`config.mk`:
```
export PLATFORM = sky130hd
export DESIGN_NAME = deviation_to_rgb_frame_top
export DESIGN_NICKNAME = d
export VERILOG_FILES = /design/src/rtl/core/dtrf_pkg.sv /design/src/rtl/core/deviation_to_rgb_frame_top.sv
export SDC_FILE = /design/constraint.sdc
export NUM_CORES = 1
export LEC_CHECK = 0
export BUFFER_PORTS_ARGS = -buffer_cell sky130_fd_sc_hd__buf_2
export CAP_MARGIN = 20
export CORE_MARGIN = 2
export CORE_UTILIZATION = 57
export CTS_CLUSTER_DIAMETER = 100
export DETAILED_ROUTE_END_ITERATION = 12
export GPL_TIMING_DRIVEN = 0
export HOLD_SLACK_MARGIN = 0.12
export PLACE_DENSITY = 0.75
export SYNTH_ARGS = -nofsm -noshare
export SYNTH_HDL_FRONTEND = slang
export SYNTH_SLANG_ARGS = --single-unit
```
`constraint.sdc`:
```
create_clock -name clk_i -period 7.6 [get_ports clk_i]
set_input_delay 1.52 -clock clk_i [delete_from_list [all_inputs] [get_ports clk_i]]
set_output_delay 1.52 -clock clk_i [all_outputs]
set_load 0.03 [all_outputs]
```
`src/rtl/core/dtrf_pkg.sv`:
```
// Package for the deviation-to-colour frame block: beat types, register
// indexes, reset values and frame byte positions.
// No dependencies; imported by deviation_to_rgb_frame_top and its testbench.
package dtrf_pkg;

  // Field widths
  localparam int unsigned SampleW = 16;
  localparam int unsigned ByteW   = 8;
  localparam int unsigned CfgIdxW = 2;
  localparam int unsigned CfgW    = 16;

  // Reference arithmetic is signed and holds centre plus twice the band.
  localparam int unsigned RefW    = SampleW + 3;
  // The scaled offset (offset * 255) and the quotient.
  localparam int unsigned NumW    = SampleW + ByteW;
  localparam int unsigned QuoW    = ByteW;

  // Long division: quotient bits resolved per pipeline stage.
  localparam int unsigned QuoBitsPerStg = 2;
  localparam int unsigned NumDivStg     = QuoW / QuoBitsPerStg;

  localparam logic [ByteW-1:0] FullLevel = 8'hFF;

  // Configuration register indexes
  localparam logic [CfgIdxW-1:0] CfgDeadBand  = 2'd0;
  localparam logic [CfgIdxW-1:0] CfgFrameStart = 2'd1;
  localparam logic [CfgIdxW-1:0] CfgFrameStop  = 2'd2;

  // Reset values of the registers
  localparam logic [SampleW-1:0] DeadBandRst  = 16'd16;
  localparam logic [ByteW-1:0]   FrameStartRst = 8'd2;
  localparam logic [ByteW-1:0]   FrameStopRst  = 8'd3;

  // Positions of the bytes within one frame
  localparam int unsigned PosW = 3;
  localparam logic [PosW-1:0] PosStart = 3'd0;
  localparam logic [PosW-1:0] PosRed   = 3'd1;
  localparam logic [PosW-1:0] PosGreen = 3'd2;
  localparam logic [PosW-1:0] PosBlue  = 3'd3;
  localparam logic [PosW-1:0] PosSum   = 3'd4;
  localparam logic [PosW-1:0] PosStop  = 3'd5;

  typedef struct packed {
    logic [SampleW-1:0] sample;
    logic [SampleW-1:0] centre_ref;
    logic [SampleW-1:0] low_ref;
    logic [SampleW-1:0] top_ref;
  } in_item_t;

  typedef struct packed {
    logic [ByteW-1:0] frame_byte;
    logic             frame_last;
  } out_item_t;

endpackage

```
`src/rtl/core/deviation_to_rgb_frame_top.sv`:
```
// Deviation-to-colour frame block: maps a sample against its references to
// a six-byte colour frame and sends it one byte per beat.
// Depends on dtrf_pkg.
//
// Usage:
//   The input channel (in_valid_i / in_stall_o / in_item_i) takes one beat
//   holding a sample with its centre, low and top references. For each beat
//   the output channel (out_valid_o / out_stall_i / out_item_o) gives six
//   beats: start byte, red (zero), green, blue, 8-bit colour sum and stop
//   byte, the last one flagged by frame_last.
//   A frame's first byte is shown once its input beat has passed the
//   stages below into the frame buffer. The output port moves one frame
//   byte per cycle while the receiver does not stall, and so bounds the
//   input to one beat per frame sent. Seven register stages (reference
//   compare, range set-up, four long-division stages of two quotient bits
//   each, frame buffer) each take a new item every cycle in which they are
//   empty or their content moves on, so input beats are taken at once while
//   the frame buffer drains. When the receiver stalls, the frame buffer
//   holds its byte and the pipeline fills; the input stall rises only once
//   every stage is full. The configuration port (cfg_valid_i / cfg_ready_o)
//   is always ready; it must be written by the user only while the block is
//   idle, and the block itself does not enforce this. Reset empties the
//   pipeline and loads a dead band of 16, start byte 2 and stop byte 3.
module deviation_to_rgb_frame_top (
  input  logic                            clk_i,
  input  logic                            rst_ni,
  input  logic                            in_valid_i,
  output logic                            in_stall_o,
  input  dtrf_pkg::in_item_t              in_item_i,
  output logic                            out_valid_o,
  input  logic                            out_stall_i,
  output dtrf_pkg::out_item_t             out_item_o,
  input  logic                            cfg_valid_i,
  output logic                            cfg_ready_o,
  input  logic [dtrf_pkg::CfgIdxW-1:0]    cfg_index_i,
  input  logic [dtrf_pkg::CfgW-1:0]       cfg_data_i
);
  import dtrf_pkg::*;

  // Reference stage result: the mapping range chosen for the sample.
  typedef struct packed {
    logic signed [RefW-1:0] x;
    logic signed [RefW-1:0] lo;
    logic signed [RefW-1:0] hi;
    logic                   rising;
    logic                   active;
  } rng_t;

  // Division stage contents.
  typedef struct packed {
    logic              rising;
    logic              active;
    logic              forced;
    logic [ByteW-1:0]  level;
    logic [NumW-1:0]   rem;
    logic [SampleW-1:0] span;
    logic [QuoW-1:0]   quo;
  } div_t;

  // Configuration registers
  logic [SampleW-1:0] dead_band_q;
  logic [ByteW-1:0]   frame_start_q;
  logic [ByteW-1:0]   frame_stop_q;

  assign cfg_ready_o = 1'b1;

  always_ff @(posedge clk_i or negedge rst_ni) begin
    if (!rst_ni) begin
      dead_band_q   <= DeadBandRst;
      frame_start_q <= FrameStartRst;
      frame_stop_q  <= FrameStopRst;
    end else if (cfg_valid_i) begin
      unique case (cfg_index_i)
        CfgDeadBand:   dead_band_q   <= cfg_data_i;
        CfgFrameStart: frame_start_q <= cfg_data_i[ByteW-1:0];
        CfgFrameStop:  frame_stop_q  <= cfg_data_i[ByteW-1:0];
        default: ;
      endcase
    end
  end

  // Pipeline registers and their valid bits
  rng_t               s1_q, s1_d;
  logic               s1_v_q;
  div_t               s2_q, s2_d;
  logic               s2_v_q;
  div_t               dv_q [NumDivStg];
  div_t               dv_d [NumDivStg];
  logic [NumDivStg-1:0] dv_v_q;

  // Frame buffer
  logic               ser_v_q;
  logic [PosW-1:0]    cnt_q;
  logic [ByteW-1:0]   green_q, green_d;
  logic [ByteW-1:0]   blue_q, blue_d;
  logic [ByteW-1:0]   sum_q, sum_d;

  // Stage enables: a stage loads when it is empty or its content moves on.
  logic               out_beat;
  logic               ser_take;
  logic [NumDivStg-1:0] en_dv;
  logic               en_s2;
  logic               en_s1;

  assign out_beat = out_valid_o && !out_stall_i;
  assign ser_take = !ser_v_q || (out_beat && (cnt_q == PosStop));

  always_comb begin
    en_dv[NumDivStg-1] = !dv_v_q[NumDivStg-1] || ser_take;
    for (int k = NumDivStg - 2; k >= 0; k--) begin
      en_dv[k] = !dv_v_q[k] || en_dv[k+1];
    end
  end

  assign en_s2      = !s2_v_q || en_dv[0];
  assign en_s1      = !s1_v_q || en_s2;
  assign in_stall_o = !en_s1;

  // Stage 1: compare the sample with the band edges and pick the range.
  always_comb begin
    logic signed [RefW-1:0] x;
    logic signed [RefW-1:0] c;
    logic signed [RefW-1:0] b;
    logic signed [RefW-1:0] c_lo;
    logic signed [RefW-1:0] c_hi;
    logic signed [RefW-1:0] c_hi2;
    logic                   blue_sel;
    logic                   green_sel;
    x         = signed'({3'b000, in_item_i.sample});
    c         = signed'({3'b000, in_item_i.centre_ref});
    b         = signed'({3'b000, dead_band_q});
    c_lo      = c - b;
    c_hi      = c + b;
    c_hi2     = c + (b <<< 1);
    blue_sel  = (x < c_lo);
    green_sel = !blue_sel && (x > c_hi2);
    s1_d.x      = x;
    s1_d.lo     = blue_sel ? signed'({3'b000, in_item_i.low_ref}) : c_hi;
    s1_d.hi     = blue_sel ? c_lo : signed'({3'b000, in_item_i.top_ref});
    s1_d.rising = !blue_sel;
    s1_d.active = blue_sel || green_sel;
  end

  // Stage 2: clamp outside the range or for a zero span, else scale the offset by 255.
  always_comb begin
    logic signed [RefW-1:0] off;
    logic signed [RefW-1:0] span;
    logic [SampleW-1:0]     off_n;
    logic [ByteW-1:0]       lvl_start;
    logic [ByteW-1:0]       lvl_end;
    off       = s1_q.x - s1_q.lo;
    span      = s1_q.hi - s1_q.lo;
    off_n     = off[SampleW-1:0];
    lvl_start = s1_q.rising ? '0 : FullLevel;
    lvl_end   = s1_q.rising ? FullLevel : '0;
    s2_d.rising = s1_q.rising;
    s2_d.active = s1_q.active;
    s2_d.rem    = {off_n, {ByteW{1'b0}}} - {{ByteW{1'b0}}, off_n};
    s2_d.span   = span[SampleW-1:0];
    s2_d.quo    = '0;
    if (s1_q.x < s1_q.lo) begin
      s2_d.forced = 1'b1;
      s2_d.level  = lvl_start;
    end else if ((s1_q.x > s1_q.hi) || (span == '0)) begin
      s2_d.forced = 1'b1;
      s2_d.level  = lvl_end;
    end else begin
      s2_d.forced = 1'b0;
      s2_d.level  = '0;
    end
  end

  // Division stages: restoring long division, two quotient bits per stage.
  // The scaled offset is below 256 times the span, so eight bits suffice.
  always_comb begin
    div_t             cur;
    logic [NumW-1:0]  dvs;
    int               sh;
    for (int k = 0; k < NumDivStg; k++) begin
      cur = (k == 0) ? s2_q : dv_q[(k == 0) ? 0 : k - 1];
      for (int j = 0; j < QuoBitsPerStg; j++) begin
        sh  = QuoW - 1 - k * QuoBitsPerStg - j;
        dvs = {{ByteW{1'b0}}, cur.span} << sh;
        if (cur.rem >= dvs) begin
          cur.rem     = cur.rem - dvs;
          cur.quo[sh] = 1'b1;
        end
      end
      dv_d[k] = cur;
    end
  end

  // Colour bytes and their sum from the last division stage.
  always_comb begin
    div_t             fin;
    logic [ByteW-1:0] level;
    fin   = dv_q[NumDivStg-1];
    level = fin.forced ? fin.level : (fin.rising ? fin.quo : FullLevel - fin.quo);
    green_d = (fin.active && fin.rising)  ? level : '0;
    blue_d  = (fin.active && !fin.rising) ? level : '0;
    sum_d   = green_d + blue_d;
  end

  // Valid bits travel with the data.
  always_ff @(posedge clk_i or negedge rst_ni) begin
    if (!rst_ni) begin
      s1_v_q  <= 1'b0;
      s2_v_q  <= 1'b0;
      dv_v_q  <= '0;
      ser_v_q <= 1'b0;
      cnt_q   <= PosStart;
    end else begin
      if (en_s1) s1_v_q <= in_valid_i;
      if (en_s2) s2_v_q <= s1_v_q;
      for (int k = 0; k < NumDivStg; k++) begin
        if (en_dv[k]) dv_v_q[k] <= (k == 0) ? s2_v_q : dv_v_q[(k == 0) ? 0 : k - 1];
      end
      if (ser_take) begin
        ser_v_q <= dv_v_q[NumDivStg-1];
        cnt_q   <= PosStart;
      end else if (out_beat) begin
        cnt_q <= cnt_q + 3'd1;
      end
    end
  end

  // Payload registers
  always_ff @(posedge clk_i) begin
    if (en_s1) s1_q <= s1_d;
    if (en_s2) s2_q <= s2_d;
    for (int k = 0; k < NumDivStg; k++) begin
      if (en_dv[k]) dv_q[k] <= dv_d[k];
    end
    if (ser_take) begin
      green_q <= green_d;
      blue_q  <= blue_d;
      sum_q   <= sum_d;
    end
  end

  // Output byte selection by frame position.
  assign out_valid_o = ser_v_q;

  always_comb begin
    case (cnt_q)
      PosStart: out_item_o.frame_byte = frame_start_q;
      PosRed:   out_item_o.frame_byte = '0;
      PosGreen: out_item_o.frame_byte = green_q;
      PosBlue:  out_item_o.frame_byte = blue_q;
      PosSum:   out_item_o.frame_byte = sum_q;
      PosStop:  out_item_o.frame_byte = frame_stop_q;
      default:  out_item_o.frame_byte = '0;
    endcase
    out_item_o.frame_last = (cnt_q == PosStop);
  end

endmodule

```
==> results.py, run 1 <==
metrics = {
    "worst_setup_path": {
        "start_kind": "flip-flop",
        "critical_path.endpoint": "dv_q[0][39]$_DFFE_PP_",
        "cp_max_fo": 10,
        "crit_start": "dv_d[198]$_DFFE_PP_",
        "r2r-end": "dv_q[0][39]$_DFFE_PP_",
        "rr_worst_depth": 20,
        "critPathCaptureType": "flip-flop",
        "cp.required_ns": 7.91,
        "worst_ep_arrival_time_ns": 7.24,
        "criticalPathCategory": "flip-flop to flip-flop",
        "reg2reg_from": "dv_d[198]$_DFFE_PP_",
        "regToRegSetupSlack_ns": 0.67,
    },
    "die": {
        "die_x_um": 208,
        "core_mm2": 0.0410,
        "rows": 74,
        "die_h_um": 208,
        "start_util_pct": 58.0,
        "dieArea_mm2": 0.0434,
        "num_io_pins": 99,
    },
    "clock_tree": {
        "post_cts_buffers": 0,
        "clk_latency_ns": 0.56,
        "cts.sinks": 318,
        "holdBufCountCts": 0,
        "cts_tree": "built",
        "cts.path.max_buffers": 3,
        "cts_root_buffer": "clkbuf_16",
        "cts_buffers": 36,
        "htreeDepth": 2,
        "cts-resized-gates": 0,
        "clkTransAtPathRegs_ns": 0.06,
    },
    "placement": {
        "gp_congestion": 0.957,
        "placed_area_mm2": 0.0251,
        "dp.final_hpwl_mm": 45.4,
        "port_buffers": 97,
    },
    "final_layout": {
        "final_area_mm2": 0.0262,
        "antenna_cells": 0,
        "area_growth_syn_to_layout_pct": 10.2,
        "drive_gt1_share_pct": 12.5,
        "fin_nets": 2876,
        "utilization_pct": 64.0,
    },
    "sta": {
        "slew_viol_final": 0,
        "slew_headroom_pct": 31.1,
        "finalCritPeriodShare_pct": 91.2,
        "skew_ns": 0.0219,
        "hold_violations": 0,
        "fin_crit_ns": 6.93,
        "rsz0062_at_grt": "false",
        "setup_viol": 0,
        "fmax_ghz": 0.144,
        "tightest_slew_ns": 1.03,
    },
    "routing": {
        "ant_nets": 0,
        "via_per_inst": 5.94,
        "drt-wirelength-per-cell_um": 18.4,
        "drt_wl_total_mm": 56.2,
        "drt_pass1_iterations": 8,
        "initialDrtViolationCount": 1185,
        "route.detailed.drc": 0,
        "num_vias": 18200,
    },
    "hold_path": {
        "hold_path_class": "flip-flop to flip-flop",
    },
    "power": {
        "ir_drop_uv": 188,
        "total_power_mw": 7.86,
        "powerDensity_mw_per_mm2": 300,
        "p_leak_nw": 11.3,
    },
    "synth": {
        "synth_edf_count": 276,
        "yosysUniqueCellTypes": 86,
        "synthesis.area_mm2": 0.0238,
        "yosysWarnings": 0,
        "synthTopCellsByArea": "edfxtp_1 35%, ha_1 15%, xnor2_1 4.6%",
        "synth_flop_cell": "edfxtp_1",
        "netlist.area_leader.share_pct": 34.8,
        "synth_top_cell_by_area": "edfxtp_1",
        "synth_nets": 2734,
        "syn_inst": 2357,
        "synth.avg_cell_area_um2": 10.1,
        "ys_ff_latch": 318,
        "ys_seq_area_share_pct": 39.3,
        "async_flop_share_pct": 13.2,
    },
    "grt": {
        "gr-usage-all-layers_pct": 25.4,
        "grt_pass1_vias": 17900,
        "grt_start_max_net_pins": 49,
        "grt_remaining_overflow": 0,
        "grt_pass1_wl_mm": 89.5,
        "antenna_found_initial": 2,
    },
    "job": {
        "maxCapViolCount": 0,
    },
    "run_status": {
        "status": "finished, final reports clean",
    },
}
==> state kept, by name, indices dropped and copies added (netlist names) <==
signal         flops
dead_band_q       16
green_q            8
blue_q             8
dv_v_q             4
s2_v_q             1
s1_v_q             1
out_valid_o        1
frame_stop_q       8
dv_q             156
sum_q              8
s1_q              52
dv_d              20
frame_start_q      8
cnt_q              3
s2_q              24
==> kinds of logic (layout without fill, tap and decap cells) <==
kind of cell    Yosys count  count (layout)  synth area share (%)
compound gates          599             599                  16.1
simple gates            566             566                  11.9
flops                   318             318                  39.3
fa+ha+maj               290             290                  15.7
buf+inv                 275             445                  4.48
xor+xnor                186             186                  6.85
mux                     121             121                  5.68
other cells               2               2                0.0316
==> area by class of cell <==
cell class                      instances  area (um2)
Buffer                                 36         169
Clock buffer                           46         958
Clock inverter                         20         174
Fill cell                            3301       14800
Inverter                              239         897
Multi-Input combinational cell       1764       13400
Sequential cell                       318        9340
Tap cell                              532         666
Timing Repair Buffer                  104         623
==> stage by stage <==
| stage | worst slack, ns | hold WS (ns) | cells | TNS (ns) |
|---|---|---|---|---|
| detailed placement | 0.701 | 0.405 | 2992 | 0 |
| finish | 0.667 | 0.403 | 3059 | 0 |
| CTS | 0.683 | 0.406 | 3058 | 0 |
| floorplan | 0.172 | 0.400 | 2357 | 0 |
| global placement | -0.897 | 0.401 | 2986 | -0.897 |
| global route | 0.307 | 0.424 | 3059 | 0 |
==> cells in the mapped netlist, types with 26 or more instances <==
library cell  instances
mux2i_1              26
a21o_1               70
mux2_2               89
o21ai_0              98
nor2_1              141
a31oi_1              29
nand3_1              48
nor2b_1              36
a21oi_1             209
xor2_1               60
dfrtp_1              38
inv_1               237
nand2b_1             35
ha_1                277
edfxtp_1            276
nor3_1               30
o21bai_1             29
xnor2_1             126
nand2_1             138
o21a_1               29
==> how the worst min path moves through the flow <==
stage	start	endpoint	cells after the start	slack, ns
6_report	dv_q[1][7]$_DFFE_PP_	dv_q[2][7]$_DFFE_PP_	0	0.40
3_3_place_gp	s1_q[0]$_DFFE_PN_	dv_d[234]$_DFFE_PP_	0	0.40
4_1_cts	dv_q[1][7]$_DFFE_PP_	dv_q[2][7]$_DFFE_PP_	0	0.41
5_1_grt	dv_d[233]$_SDFFCE_PP1P_	dv_q[0][56]$_DFFE_PP_	0	0.42
2_1_floorplan	s1_q[0]$_DFFE_PN_	dv_d[234]$_DFFE_PP_	0	0.40
3_5_place_dp	dv_q[2][56]$_DFFE_PP_	dv_q[3][56]$_DFFE_PP_	0	0.40
==> layout by cell type, fill, tap and decap left out, types with 8 or more instances in the layout <==
| master | instances |
|---|---|
| ha_1 | 277 |
| edfxtp_1 | 276 |
| inv_1 | 236 |
| a21oi_1 | 209 |
| nor2_1 | 141 |
| nand2_1 | 137 |
| xnor2_1 | 126 |
| buf_2 | 103 |
| o21ai_0 | 98 |
| mux2_2 | 89 |
| a21o_1 | 70 |
| xor2_1 | 60 |
| nand3_1 | 46 |
| dfrtp_1 | 38 |
| nor2b_1 | 36 |
| clkbuf_16 | 36 |
| nand2b_1 | 35 |
| clkbuf_1 | 32 |
| nor3_1 | 30 |
| o21bai_1 | 29 |
| o21a_1 | 29 |
| a31oi_1 | 29 |
| mux2i_1 | 26 |
| nand4_1 | 22 |
| or2_2 | 21 |
| and2_1 | 18 |
| a211oi_1 | 17 |
| and3_1 | 16 |
| o31ai_1 | 14 |
| fa_1 | 13 |
| or3_1 | 12 |
| nor4_1 | 10 |
| o21ai_1 | 8 |
==> critical path, stage by stage, from the launching register on <==
cell      delay, ns
edfxtp_1       0.44
inv_1          0.11
ha_1           0.38
nand3_1        0.19
or4b_2         0.66
nor4_1         0.45
nor3b_1        0.15
o21ai_2        0.23
clkbuf_1       0.56
a21oi_1        0.28
fa_1           0.48
a21oi_1        0.22
o21ai_0        0.12
a21oi_1        0.33
o21ai_0        0.24
a221o_1        0.36
a21oi_1        0.23
nor2b_1        0.20
nand3_1        0.36
buf_2          0.38
mux2_2         0.31
==> report_power, final <==
group / total [mW] / switching (mW) / internal [mW]
clock: 1.66 / 0.721 / 0.943
sequential: 2.42 / 0.117 / 2.30
combinational: 3.78 / 2.13 / 1.65
total: 7.86 / 2.97 / 4.90
==> per-layer routing <==
layer	track usage (%)	share of wire (%)
met2	46.6	51
met4	7.47	2.5
met3	3.55	4.7
met5	0	0.046
met1	31.0	42
Note: power is estimated with default switching activity, not from simulation.
==> inputs of run 2 (changes only) <==
--- a/config.mk
+++ b/config.mk
@@ -13,7 +13,8 @@
 export DETAILED_ROUTE_END_ITERATION = 12
 export GPL_TIMING_DRIVEN = 0
 export HOLD_SLACK_MARGIN = 0.12
-export PLACE_DENSITY = 0.75
+export PLACE_DENSITY_LB_ADDON = 0.15
+export SLEW_MARGIN = 20
 export SYNTH_ARGS = -nofsm -noshare
 export SYNTH_HDL_FRONTEND = slang
 export SYNTH_SLANG_ARGS = --single-unit
==> run 2 against run 1 <==
Against the previous run:
- critical path depth grew 1
- non-clock buffer count rose by 1
- power rose by 1.4%
- largest power group unchanged
==> results.py, run 2 (synthesis results as in run 1) <==
metrics = {
    "sta": {
        "fin_tns_setup_ns": 0,
        "hold_violations": 0,
        "finalCritPeriodShare_pct": 90.0,
        "skew_ns": 0.0179,
        "slew_viol_final": 0,
        "fin_crit_ns": 6.84,
        "tightest_slew_ns": 1.06,
        "fmax_ghz": 0.146,
        "whs_ns": 0.414,
        "setup_viol": 0,
        "rsz0062_at_grt": "false",
        "slew_headroom_pct": 29.6,
    },
    "routing": {
        "ant_nets": 0,
        "drt_pass1_iterations": 5,
        "top_layer_used": "met4",
        "route.detailed.drc": 0,
        "met2_wirelength_mm": 27.2,
        "drt_wl_total_mm": 56.2,
        "wl_met1_mm": 25.3,
        "num_vias": 17900,
        "via_per_inst": 5.84,
        "drt-wirelength-per-cell_um": 18.4,
        "initialDrtViolationCount": 1178,
        "route.met3.wl_mm": 2.05,
    },
    "clock_tree": {
        "post_cts_buffers": 0,
        "cts_tree": "built",
        "cts-resized-gates": 0,
        "holdBufCountCts": 0,
        "clk_latency_ns": 0.56,
        "cts_root_buffer": "clkbuf_16",
        "cts.sinks": 318,
        "cts.path.max_buffers": 3,
        "htreeDepth": 2,
        "cts_buffers": 37,
        "clkTransAtPathRegs_ns": 0.06,
    },
    "die": {
        "die_h_um": 208,
        "start_util_pct": 58.0,
        "die_x_um": 208,
        "num_io_pins": 99,
        "dieArea_mm2": 0.0434,
        "rows": 74,
        "core_mm2": 0.0410,
    },
    "power": {
        "p_leak_nw": 11.4,
        "p_clk_share_pct": 22.1,
        "comb_power_share_pct": 47.5,
        "p_int_mw": 4.99,
        "ir_drop_uv": 257,
        "power_frac_seq_pct": 30.4,
        "switchingPower_mw": 2.98,
        "p_sw_share_pct": 37.4,
        "powerDensity_mw_per_mm2": 303,
    },
    "job": {
        "maxCapViolCount": 0,
    },
    "final_layout": {
        "largest_reg_flops": 156,
        "final_area_mm2": 0.0263,
        "max_flop_register": "dv_q",
        "final_common_cell": "ha_1",
        "fin_nets": 2878,
        "drive_gt1_share_pct": 12.5,
        "area_growth_syn_to_layout_pct": 10.6,
        "final_cell_mix": "277 x ha_1, 276 x edfxtp_1, 236 x inv_1, 209 x a21oi_1, 141 x nor2_1",
        "largestRegisters": "dv_q x156, s1_q x52, s2_q x24",
        "fill_cells": 3325,
        "utilization_pct": 64.2,
        "antenna_cells": 0,
    },
    "worst_setup_path": {
        "criticalPathCategory": "flip-flop to flip-flop",
        "cpPeakStageDelay_ns": 0.75,
        "r2r-end": "dv_q[2][40]$_DFFE_PP_",
        "reg2reg_from": "dv_q[1][12]$_DFFE_PP_",
        "start_kind": "flip-flop",
        "critPathBufInv": 5,
        "crit_slowest_cell": "nor4_1",
        "crit_chain": "inv_1 > ha_1 > nand4bb_1 > nor4_1 > a211oi_1 > o211ai_1 > clkbuf_1 > clkbuf_1 > a21oi_1 > fa_1 > a21o_1 > a21oi_1 > nor2b_1 > o21a_1 > o2111ai_1 > a31oi_1 > a221o_1 > or4b_1 > buf_2 > buf_6 > mux2_4",
        "regToRegSetupSlack_ns": 0.76,
        "rr_worst_depth": 21,
        "critPathCaptureType": "flip-flop",
        "worst_ep_arrival_time_ns": 7.15,
        "cp_max_fo": 10,
        "cp_top_family": "compound AO/OA/AOI/OAI gates",
        "cp.required_ns": 7.90,
    },
    "placement": {
        "port_buffers": 97,
        "gp_congestion": 0.925,
        "placed_area_mm2": 0.0251,
        "dp.final_hpwl_mm": 45.5,
    },
    "grt": {
        "grt_remaining_overflow": 0,
        "gr-usage-all-layers_pct": 25.8,
        "antenna_found_initial": 0,
        "grt_pass1_vias": 17600,
        "grt_pass1_wl_mm": 90.2,
        "grt_start_max_net_pins": 53,
    },
    "hold_path": {
        "whs_endpoint": "dv_q[2][56]$_DFFE_PP_",
        "hp-start": "dv_q[1][56]$_DFFE_PP_",
        "hold_depth": 0,
        "hold_path_class": "flip-flop to flip-flop",
    },
    "run_status": {
        "status": "finished, final reports clean",
    },
}
run 2: cell types whose count changed in the layout (fill, tap and decap cells not counted), moves of 2 or more:
cell,change
buf_6,+4
clkinv_2,-3
bufinv_16,+2
buf_8,-2
clkinv_4,-2
run 2: worst max path at each step:
stage                     startpoint                     to  depth (start not counted)
3_5_place_dp   dv_q[1][12]$_DFFE_PP_  dv_q[2][40]$_DFFE_PP_                         21
5_1_grt          dv_d[186]$_DFFE_PP_  dv_q[0][44]$_DFFE_PP_                         22
2_1_floorplan            out_stall_i             in_stall_o                          5
4_1_cts        dv_q[1][12]$_DFFE_PP_  dv_q[2][40]$_DFFE_PP_                         21
6_report       dv_q[1][12]$_DFFE_PP_  dv_q[2][40]$_DFFE_PP_                         21
3_3_place_gp             out_stall_i             in_stall_o                          7
run 2: power groups by stage:
stage | sequential, mW | combinational [mW] | clock, mW
3_3_place_gp | 2.46 | 3.59 | 0
5_1_grt | 2.44 | 4.19 | 1.86
4_1_cts | 2.42 | 3.76 | 1.80
3_5_place_dp | 2.45 | 3.72 | 0
6_report | 2.42 | 3.79 | 1.76
2_1_floorplan | 2.41 | 2.90 | 0
run 2: worst reg2reg max path: stages, from the launching register on:
cell,delay (ns)
edfxtp_1,0.39
inv_1,0.09
ha_1,0.39
nand4bb_1,0.12
nor4_1,0.75
a211oi_1,0.27
o211ai_1,0.16
clkbuf_1,0.48
clkbuf_1,0.47
a21oi_1,0.25
fa_1,0.49
a21o_1,0.18
a21oi_1,0.23
nor2b_1,0.07
o21a_1,0.21
o2111ai_1,0.24
a31oi_1,0.23
a221o_1,0.40
or4b_1,0.51
buf_2,0.20
buf_6,0.17
mux2_4,0.29
run 2: area by class of cell:
cell class / instances / area, um2 / share of cell area [%]
inverters: 239 / 897 / 3.41
clock buffers: 48 / 987 / 3.75
flip-flops and latches: 318 / 9340 / 35.5
repair buffers: 105 / 618 / 2.35
plain buffers: 36 / 169 / 0.642
clock inverters: 19 / 235 / 0.894
well taps: 532 / 666 / 2.53
multi-input cells: 1764 / 13400 / 50.9
run 2: metal layers:
layer	up-vias	global-route usage, %
li1	8885	-
met1	8502	33.7
met2	389	44.9
met3	90	3.17
met4	0	7.86
met5	-	0
run 2: per-stage QoR:
stage | power, mW | worst slack, ns | cells
3_3_place_gp | 6.05 | -0.932 | 2986
3_5_place_dp | 6.17 | 0.908 | 2993
6_report | 7.97 | 0.757 | 3061
4_1_cts | 7.98 | 0.877 | 3060
2_1_floorplan | 5.30 | 0.172 | 2357
5_1_grt | 8.49 | 0.434 | 3061
